==> src/sv/sorted_input_range_mapper_macros.svh <==
// Assertion macros used by the sorted input range mapper RTL.
`ifndef SORTED_INPUT_RANGE_MAPPER_MACROS_SVH
`define SORTED_INPUT_RANGE_MAPPER_MACROS_SVH
`ifndef SYNTH
`define SRM_ASSERT_IMPL(label, clk, rst, ante, cons) \
  label: assert property (@(posedge clk) disable iff (rst) (ante) |-> (cons)) \
    else $error("srm assertion failed");
`define SRM_ASSERT_NEXT(label, clk, rst, ante, cons) \
  label: assert property (@(posedge clk) disable iff (rst) (ante) |=> (cons)) \
    else $error("srm assertion failed");
`else
`define SRM_ASSERT_IMPL(label, clk, rst, ante, cons)
`define SRM_ASSERT_NEXT(label, clk, rst, ante, cons)
`endif
`endif

==> src/sv/srm_pkg.sv <==
// Shared types and constants of the sorted input range mapper.
package srm_pkg;

  localparam int TABLE_DEPTH_DEF = 16;
  localparam int MAX_RESULTS = 16;
  localparam int RES_W = $clog2(MAX_RESULTS + 1);

  localparam logic CMD_EVENT = 1'b1;

  localparam logic [1:0] KIND_LEVEL = 2'd0;
  localparam logic [1:0] KIND_INSERT = 2'd1;
  localparam logic [1:0] KIND_FULL = 2'd2;

  typedef enum logic {
    OP_INSERT,
    OP_EVENT
  } op_t;

  typedef struct packed {
    logic               cmd;
    logic [15:0]        source_id;
    logic signed [15:0] source_value;
    logic signed [15:0] range_low;
    logic signed [15:0] range_high;
    logic [15:0]        dest_button;
  } in_item_t;

  typedef struct packed {
    logic [1:0]  kind;
    logic [7:0]  player_out;
    logic [15:0] button_out;
    logic        level;
    logic        last;
  } out_item_t;

  typedef struct packed {
    op_t                op;
    logic [15:0]        key;
    logic signed [15:0] value;
    logic signed [15:0] low;
    logic signed [15:0] high;
    logic [15:0]        dest;
  } cmd_t;

  typedef struct packed {
    logic [15:0]        key;
    logic signed [15:0] low;
    logic signed [15:0] high;
    logic [15:0]        dest;
    logic signed [15:0] last_value;
    logic               level;
  } entry_t;

  typedef enum logic [3:0] {
    S_IDLE,
    S_SRCH,
    S_CMP,
    S_PLACE,
    S_SHIFT_RD,
    S_SHIFT_WR,
    S_INS_WR,
    S_EMIT,
    S_BACK_RD,
    S_BACK_CMP,
    S_FWD_RD,
    S_FWD_CHK,
    S_FLUSH
  } state_t;

endpackage

==> src/sv/srm_front.sv <==
// Input side: accepts transactions, decodes the command and queues it for the back end.
module srm_front (
  input  logic             clk,
  input  logic             rst,
  input  srm_pkg::in_item_t in_item,
  input  logic             in_valid,
  output logic             in_ready,
  output srm_pkg::cmd_t    q_item,
  output logic             q_valid,
  input  logic             q_ready
);
  import srm_pkg::*;

  cmd_t       slots [2];
  logic       wr_ptr;
  logic       rd_ptr;
  logic [1:0] fill;
  cmd_t       decoded;
  logic       push;
  logic       pop;

  always_comb begin
    decoded.op    = (in_item.cmd == CMD_EVENT) ? OP_EVENT : OP_INSERT;
    decoded.key   = in_item.source_id;
    decoded.value = in_item.source_value;
    decoded.low   = in_item.range_low;
    decoded.high  = in_item.range_high;
    decoded.dest  = in_item.dest_button;
  end

  assign in_ready = (fill != 2'd2);
  assign q_valid  = (fill != 2'd0);
  assign q_item   = slots[rd_ptr];
  assign push     = in_valid && in_ready;
  assign pop      = q_valid && q_ready;

  always_ff @(posedge clk) begin
    if (push) begin
      slots[wr_ptr] <= decoded;
    end
  end

  always_ff @(posedge clk) begin
    if (rst) begin
      wr_ptr <= 1'b0;
      rd_ptr <= 1'b0;
      fill   <= 2'd0;
    end else begin
      if (push) begin
        wr_ptr <= ~wr_ptr;
      end
      if (pop) begin
        rd_ptr <= ~rd_ptr;
      end
      case ({push, pop})
        2'b10:   fill <= fill + 2'd1;
        2'b01:   fill <= fill - 2'd1;
        default: fill <= fill;
      endcase
    end
  end

endmodule

==> src/sv/srm_back.sv <==
// Command execution: sorted table memory, binary search, insert shift and event walk.
module srm_back #(
  parameter int TABLE_DEPTH = srm_pkg::TABLE_DEPTH_DEF
) (
  input  logic               clk,
  input  logic               rst,
  input  logic               cfg_we,
  input  logic [7:0]         cfg_wdata,
  input  srm_pkg::cmd_t      q_item,
  input  logic               q_valid,
  output logic               q_ready,
  output srm_pkg::out_item_t out_item,
  output logic               out_valid,
  input  logic               out_ready
);
  import srm_pkg::*;
  `include "sorted_input_range_mapper_macros.svh"

  localparam int IDX_W = (TABLE_DEPTH > 1) ? $clog2(TABLE_DEPTH) : 1;
  localparam int CNT_W = $clog2(TABLE_DEPTH + 1);

  entry_t           mem [TABLE_DEPTH];
  entry_t           rdata;
  logic             rd_en;
  logic [IDX_W-1:0] rd_addr;
  logic             wr_en;
  logic [IDX_W-1:0] wr_addr;
  entry_t           wr_data;

  state_t           state;
  state_t           state_next;
  cmd_t             cur;
  logic [7:0]       player_id;
  logic [CNT_W-1:0] count;
  logic [CNT_W-1:0] lo;
  logic [CNT_W-1:0] hi;
  logic [CNT_W-1:0] pos;
  logic [CNT_W-1:0] sh;
  logic             hit;
  logic             full;
  logic             hold_valid;
  logic [15:0]      hold_button;
  logic             hold_level;
  logic [RES_W-1:0] res_cnt;

  logic [CNT_W:0]   mid_sum;
  logic [CNT_W-1:0] mid;
  logic [CNT_W-1:0] sh_m1;
  logic [CNT_W-1:0] pos_m1;
  logic             out_free;
  logic             out_load;
  out_item_t        out_next;
  logic             changed;
  logic             new_level;
  logic             report;
  logic             walk_go;
  logic             key_match;

  assign mid_sum   = {1'b0, lo} + {1'b0, hi};
  assign mid       = mid_sum[CNT_W:1];
  assign sh_m1     = sh - CNT_W'(1);
  assign pos_m1    = pos - CNT_W'(1);
  assign out_free  = !out_valid || out_ready;
  assign key_match = (rdata.key == cur.key);
  assign changed   = (cur.value != rdata.last_value);
  assign new_level = ($signed(cur.value) >= $signed(rdata.low)) &&
                     ($signed(cur.value) <= $signed(rdata.high));
  assign report    = changed && (new_level != rdata.level) &&
                     (res_cnt < RES_W'(MAX_RESULTS));
  assign walk_go   = !(report && hold_valid && !out_free);

  always_comb begin
    state_next = state;
    case (state)
      S_IDLE: begin
        if (q_valid) begin
          if (q_item.op == OP_INSERT && count == CNT_W'(TABLE_DEPTH)) begin
            state_next = S_EMIT;
          end else begin
            state_next = S_SRCH;
          end
        end
      end
      S_SRCH:     state_next = (lo < hi) ? S_CMP : S_PLACE;
      S_CMP:      state_next = (cur.key == rdata.key) ? S_PLACE : S_SRCH;
      S_PLACE: begin
        if (cur.op == OP_INSERT) begin
          state_next = (sh > pos) ? S_SHIFT_RD : S_INS_WR;
        end else begin
          state_next = hit ? S_BACK_RD : S_IDLE;
        end
      end
      S_SHIFT_RD: state_next = S_SHIFT_WR;
      S_SHIFT_WR: state_next = (sh_m1 > pos) ? S_SHIFT_RD : S_INS_WR;
      S_INS_WR:   state_next = S_EMIT;
      S_EMIT:     state_next = out_free ? S_IDLE : S_EMIT;
      S_BACK_RD:  state_next = (pos == '0) ? S_FWD_RD : S_BACK_CMP;
      S_BACK_CMP: state_next = key_match ? S_BACK_RD : S_FWD_RD;
      S_FWD_RD:   state_next = (pos < count) ? S_FWD_CHK : S_FLUSH;
      S_FWD_CHK: begin
        if (!key_match) begin
          state_next = S_FLUSH;
        end else if (walk_go) begin
          state_next = S_FWD_RD;
        end
      end
      S_FLUSH:    state_next = (!hold_valid || out_free) ? S_IDLE : S_FLUSH;
      default:    state_next = S_IDLE;
    endcase
  end

  always_comb begin
    q_ready  = 1'b0;
    rd_en    = 1'b0;
    rd_addr  = pos[IDX_W-1:0];
    wr_en    = 1'b0;
    wr_addr  = pos[IDX_W-1:0];
    wr_data  = rdata;
    out_load = 1'b0;
    out_next.kind       = KIND_LEVEL;
    out_next.player_out = player_id;
    out_next.button_out = hold_button;
    out_next.level      = hold_level;
    out_next.last       = 1'b0;
    case (state)
      S_IDLE: q_ready = 1'b1;
      S_SRCH: begin
        rd_en   = (lo < hi);
        rd_addr = mid[IDX_W-1:0];
      end
      S_SHIFT_RD: begin
        rd_en   = 1'b1;
        rd_addr = sh_m1[IDX_W-1:0];
      end
      S_SHIFT_WR: begin
        wr_en   = 1'b1;
        wr_addr = sh[IDX_W-1:0];
      end
      S_INS_WR: begin
        wr_en              = 1'b1;
        wr_data.key        = cur.key;
        wr_data.low        = cur.low;
        wr_data.high       = cur.high;
        wr_data.dest       = cur.dest;
        wr_data.last_value = '0;
        wr_data.level      = 1'b0;
      end
      S_EMIT: begin
        out_load            = out_free;
        out_next.kind       = full ? KIND_FULL : KIND_INSERT;
        out_next.button_out = cur.dest;
        out_next.level      = 1'b0;
        out_next.last       = 1'b1;
      end
      S_BACK_RD: begin
        rd_en   = (pos != '0);
        rd_addr = pos_m1[IDX_W-1:0];
      end
      S_FWD_RD: rd_en = (pos < count);
      S_FWD_CHK: begin
        wr_en              = key_match && walk_go && changed;
        wr_data.last_value = cur.value;
        wr_data.level      = new_level;
        out_load           = key_match && walk_go && report && hold_valid;
      end
      S_FLUSH: begin
        out_load      = hold_valid && out_free;
        out_next.last = 1'b1;
      end
      default: q_ready = 1'b0;
    endcase
  end

  always_ff @(posedge clk) begin
    if (wr_en) begin
      mem[wr_addr] <= wr_data;
    end
    if (rd_en) begin
      rdata <= mem[rd_addr];
    end
  end

  always_ff @(posedge clk) begin
    if (state == S_IDLE && q_valid) begin
      cur <= q_item;
    end
    if (out_load) begin
      out_item <= out_next;
    end
    if (state == S_FWD_CHK && key_match && walk_go && report) begin
      hold_button <= rdata.dest;
      hold_level  <= new_level;
    end
  end

  always_ff @(posedge clk) begin
    if (rst) begin
      state      <= S_IDLE;
      player_id  <= 8'd0;
      count      <= '0;
      lo         <= '0;
      hi         <= '0;
      pos        <= '0;
      sh         <= '0;
      hit        <= 1'b0;
      full       <= 1'b0;
      hold_valid <= 1'b0;
      res_cnt    <= '0;
      out_valid  <= 1'b0;
    end else begin
      state <= state_next;
      if (cfg_we) begin
        player_id <= cfg_wdata;
      end
      if (out_load) begin
        out_valid <= 1'b1;
      end else if (out_ready) begin
        out_valid <= 1'b0;
      end
      case (state)
        S_IDLE: begin
          if (q_valid) begin
            lo         <= '0;
            hi         <= count;
            sh         <= count;
            hit        <= 1'b0;
            hold_valid <= 1'b0;
            res_cnt    <= '0;
            full       <= (q_item.op == OP_INSERT) && (count == CNT_W'(TABLE_DEPTH));
          end
        end
        S_SRCH: begin
          if (!(lo < hi)) begin
            pos <= lo;
          end
        end
        S_CMP: begin
          if (cur.key < rdata.key) begin
            hi <= mid;
          end else if (cur.key > rdata.key) begin
            lo <= mid + CNT_W'(1);
          end else begin
            pos <= mid;
            hit <= 1'b1;
          end
        end
        S_SHIFT_WR: sh <= sh_m1;
        S_INS_WR:   count <= count + CNT_W'(1);
        S_BACK_CMP: begin
          if (key_match) begin
            pos <= pos_m1;
          end
        end
        S_FWD_CHK: begin
          if (key_match && walk_go) begin
            pos <= pos + CNT_W'(1);
            if (report) begin
              hold_valid <= 1'b1;
              res_cnt    <= res_cnt + RES_W'(1);
            end
          end
        end
        S_FLUSH: begin
          if (out_free) begin
            hold_valid <= 1'b0;
          end
        end
        default: hit <= hit;
      endcase
    end
  end

  `SRM_ASSERT_IMPL(a_count_bound, clk, rst, 1'b1, count <= CNT_W'(TABLE_DEPTH))
  `SRM_ASSERT_IMPL(a_res_bound, clk, rst, 1'b1, res_cnt <= RES_W'(MAX_RESULTS))
  `SRM_ASSERT_IMPL(a_hold_walk, clk, rst, hold_valid,
    state == S_FWD_RD || state == S_FWD_CHK || state == S_FLUSH || state == S_IDLE)
  `SRM_ASSERT_IMPL(a_load_free, clk, rst, out_load, !out_valid || out_ready)
  `SRM_ASSERT_NEXT(a_insert_count, clk, rst, state == S_INS_WR,
    count == $past(count) + CNT_W'(1))

endmodule

==> src/sv/sorted_input_range_mapper.sv <==
// Top level of the sorted input range mapper.
// Usage: the in channel (in_valid/in_ready/in_item) carries one command per
// transaction: an insert places a mapping entry into a table kept sorted by
// source id, an event updates every entry with that source id. The out channel
// (out_valid/out_ready/out_item) returns results; last marks the final result
// of a command. An insert gives exactly one result (inserted or table full);
// an event gives one result per level change, at most sixteen, or none.
// The cfg_we/cfg_wdata port writes the player id; write it only while idle.
// A two-entry command queue sits between the input and the executor, so new
// transactions are taken while the executor is busy or the receiver stalls.
// One table memory port sets the pace. A full-table insert goes straight to
// its result. Otherwise a binary search reads and compares one entry per
// probe, up to ceil(log2(N+1)) probes for N entries; an insert then moves
// each later entry with a read and a write, and an event walks back over and
// forward through the matching entries with a read and a check for each.
// A stalled receiver holds the executor once one result is waiting and one
// more is held back to learn whether it is the last.
// Reset (rst, synchronous) empties the table and clears the player id to 0.
module sorted_input_range_mapper #(
  parameter int TABLE_DEPTH = srm_pkg::TABLE_DEPTH_DEF
) (
  input  logic               clk,
  input  logic               rst,
  input  logic               cfg_we,
  input  logic [7:0]         cfg_wdata,
  input  srm_pkg::in_item_t  in_item,
  input  logic               in_valid,
  output logic               in_ready,
  output srm_pkg::out_item_t out_item,
  output logic               out_valid,
  input  logic               out_ready
);
  import srm_pkg::*;

  cmd_t q_item;
  logic q_valid;
  logic q_ready;

  srm_front u_front (
    .clk      (clk),
    .rst      (rst),
    .in_item  (in_item),
    .in_valid (in_valid),
    .in_ready (in_ready),
    .q_item   (q_item),
    .q_valid  (q_valid),
    .q_ready  (q_ready)
  );

  srm_back #(
    .TABLE_DEPTH (TABLE_DEPTH)
  ) u_back (
    .clk       (clk),
    .rst       (rst),
    .cfg_we    (cfg_we),
    .cfg_wdata (cfg_wdata),
    .q_item    (q_item),
    .q_valid   (q_valid),
    .q_ready   (q_ready),
    .out_item  (out_item),
    .out_valid (out_valid),
    .out_ready (out_ready)
  );

endmodule

==> config.mk <==
export PLATFORM = sky130hd
export DESIGN_NAME = sorted_input_range_mapper
export DESIGN_NICKNAME = d
export VERILOG_FILES = /design/src/sv/srm_pkg.sv /design/src/sv/srm_front.sv /design/src/sv/srm_back.sv /design/src/sv/sorted_input_range_mapper.sv
export VERILOG_INCLUDE_DIRS = /design/src /design/src/sv
export SDC_FILE = /design/constraint.sdc
export NUM_CORES = 2
export LEC_CHECK = 0
export ABC_CLOCK_PERIOD_IN_PS = 8900
export BUFFER_PORTS_ARGS = -buffer_cell sky130_fd_sc_hd__buf_4
export CORE_MARGIN = 2
export CORE_UTILIZATION = 30
export CTS_CLUSTER_DIAMETER = 200
export DETAILED_ROUTE_END_ITERATION = 10
export SKIP_LAST_GASP = 1
export SYNTH_ARGS = -nofsm -noshare
export SYNTH_HDL_FRONTEND = slang
export SYNTH_SLANG_ARGS = --single-unit
==> constraint.sdc <==
create_clock -name clk -period 8.9 [get_ports clk]
set_input_delay 0.89 -clock clk [delete_from_list [all_inputs] [get_ports clk]]
set_output_delay 0.89 -clock clk [all_outputs]
set_load 0.005 [all_outputs]
==> metrics.csv <==
metric,value,unit
outcome,completed,
vias,33777,
worst_pin_slew,1.27,ns
finalClockSkew,0.0461,ns
layout-drive-gt1-share,23.5,%
cts_root_buf,clkbuf_16,
cts_made_buffers,171,
gp_congestion,0.822,
arrival,5.62,ns
tritoncts,done,
num_rows,174,
die-area,229000,µm²
finalCritPeriodShare,58.5,%
ys_warn_count,0,
post-synth-top-count-cell,edfxtp_1,
first_iter_violations,3448,
drtPass1Iterations,6,
synth_top_family_by_area,multiplexers,
routedWlPerCell,22.6,µm
synth-xor-area-share,0.545,%
port_buffers,123,
synth_top_area_share,74.1,%
async_reset_ff_share,0,%
fin_tns_setup,0,ns
drv_slew,0,
synth_edf_count,1665,
hold_slack,0.266,ns
synth-seq-cells,1716,
antenna_found_initial,5,
syn_area_per_cell,19.1,µm²
viasPerCell,4.91,
clock_latency,0.81,ns
cap_violations,0,
synth_area_leaders,"edfxtp_1 74%, mux4_2 11%, nand2_1 1.7%",
routed_wl,156,mm
synth_area,67500,µm²
yosys.area_share.simple,4.14,%
syn_to_final_growth,15.5,%
max_slew_margin,14.8,%
grt_first_pass_wirelength,231,mm
core-area,224000,µm²
max_freq,0.192,GHz
cts.sinks,1716,
path_clk_slew,0.06,ns
cp.required,9.31,ns
place_ws,3.67,ns
crit_path_max_fanout,48,
max-vdd-ir-drop,0.000265,V
power.density,253,nW/µm²
period_minus_slack,5.20,ns
ctsLongestPathBuffers,3,
ys_seq_area_share,75.6,%
post-cts-setup-buffers,0,
ctsResizeCount,0,
start_kind,flip-flop,
yosys.area_share.adder,1.48,%
yosysUniqueCellTypes,67,
syn_nets,3705,
drt_drc_violations_left,0,
setup_ws,3.70,ns
dp_hpwl,88.5,mm
report.power.total,19.7,mW
grt_max_degree,163,
fp.dieH,478,µm
netlist_instances,3532,
detail-route-antenna-nets,0,
rsz0062_at_grt,false,
postLayoutCoreUtil,34.7,%
grtUsageTotal,13.4,%
nNetsFinal,3917,
yosys.area.top_type,edfxtp_1,
htreeDepth,4,
grt_pass1_vias,34294,
ys.flop_type,edfxtp_1,
initial_core_util,30.1,%
synthTopCellsByCount,"1665 x edfxtp_1, 324 x mux4_2, 308 x nand2_1",
ctsHoldBuffers,0,
p_leak,25.1,nW
die_width,478,µm
synthMuxAreaShare,12.7,%
synth_compound_area_share,3.89,%
io_pins,124,
criticalPathCategory,flip-flop to flip-flop,
finalSetupViolCount,0,
hold_viol,0,
critPathCaptureType,flip-flop,
gr-total-overflow,0,
hp-class,primary input to flip-flop,
## cells in the final DEF (no fill, tap or decap), types with 78 or more instances in the layout
cell type / Yosys / layout
edfxtp_1: 1665 / 1665
mux4_2: 324 / 324
nand2_1: 308 / 308
buf_4: 14 / 214
clkbuf_16: 0 / 171
mux2_2: 101 / 101
a31oi_1: 100 / 99
a211oi_1: 94 / 94
and2_1: 84 / 84
ha_1: 78 / 78
## cells by family (layout without fill, tap and decap cells)
family | after synthesis | after routing
fa+ha+maj | 79 | 79
compound gates | 388 | 388
buf+inv | 256 | 609
simple gates | 611 | 611
mux | 440 | 440
other cells | 0 | 1
xor+xnor | 42 | 42
flops | 1716 | 1716
## power by group
group,internal [mW],total (mW),switching (mW)
logic,0.991,2.80,1.81
clock network,4.10,7.18,3.07
registers,9.51,9.75,0.237
## per-layer routing
metal	GRT usage, %	share of wire [%]	vias up
met3	2.55	6.3	196
met5	0	0	-
met1	19.7	46	17847
li1	-	-	14662
met4	3.07	1.6	0
met2	20.5	46	1072
## through the flow
step	cell area [µm²]	cells
detailed placement	72300	6562
CTS	77900	6876
global route	77900	6878
finish	77900	6878
floorplan	67500	3532
global placement	72300	6562
## layout make-up
type                            instances  area, µm²
Antenna cell                            1       2.50
Clock buffer                          224       4520
Clock inverter                         90       1050
Fill cell                           21003     146000
Inverter                               74        280
Multi-Input combinational cell       1560      15600
Sequential cell                      1716      51000
Tap cell                             2992       3740
Timing Repair Buffer                  221       1750
## registers in the layout (all words and copies together) (netlist names), 4 cells and up, named ones only
signal,cells
u_back.mem,1296
u_front.slots,162
u_back.cur,81
u_back.rdata,81
u_back.out_item,28
u_back.hold_button,16
u_back.player_id,8
u_back.count,5
u_back.hi,5
u_back.lo,5
u_back.pos,5
u_back.res_cnt,5
u_back.sh,5
u_back.state,4
## worst max-delay path, cell delays in order, from the launching register on
cell and delay [ns]:
edfxtp_1 0.46, ha_1 0.37, nand2_1 0.08, or3_1 0.39, or3_1 0.41, a21o_1 0.19, a21o_1 0.20, a31oi_4 0.49
xnor2_1 0.25, o22ai_2 0.11, buf_4 0.24, nor3_2 0.19, buf_4 0.48, buf_4 0.85
## worst paths after layout
| path | start | end | slack [ns] | cells past startpoint |
|---|---|---|---|---|
| setup / recovery | u_back.cur[63]$_DFFE_PP_ | u_back.mem[1][44]$_DFFE_PP_ | 3.70 | 13 |
| hold / removal | in_item[31] | u_front.slots[1][31]$_DFFE_PP_ | 0.27 | 1 |
| setup reg to reg | u_back.cur[63]$_DFFE_PP_ | u_back.mem[1][44]$_DFFE_PP_ | 3.70 | 13 |
| hold reg to reg | u_back.player_id[7]$_SDFFE_PP0P_ | u_back.out_item[25]$_DFFE_PP_ | 0.43 | 0 |
(Power assumes the default switching activity.)
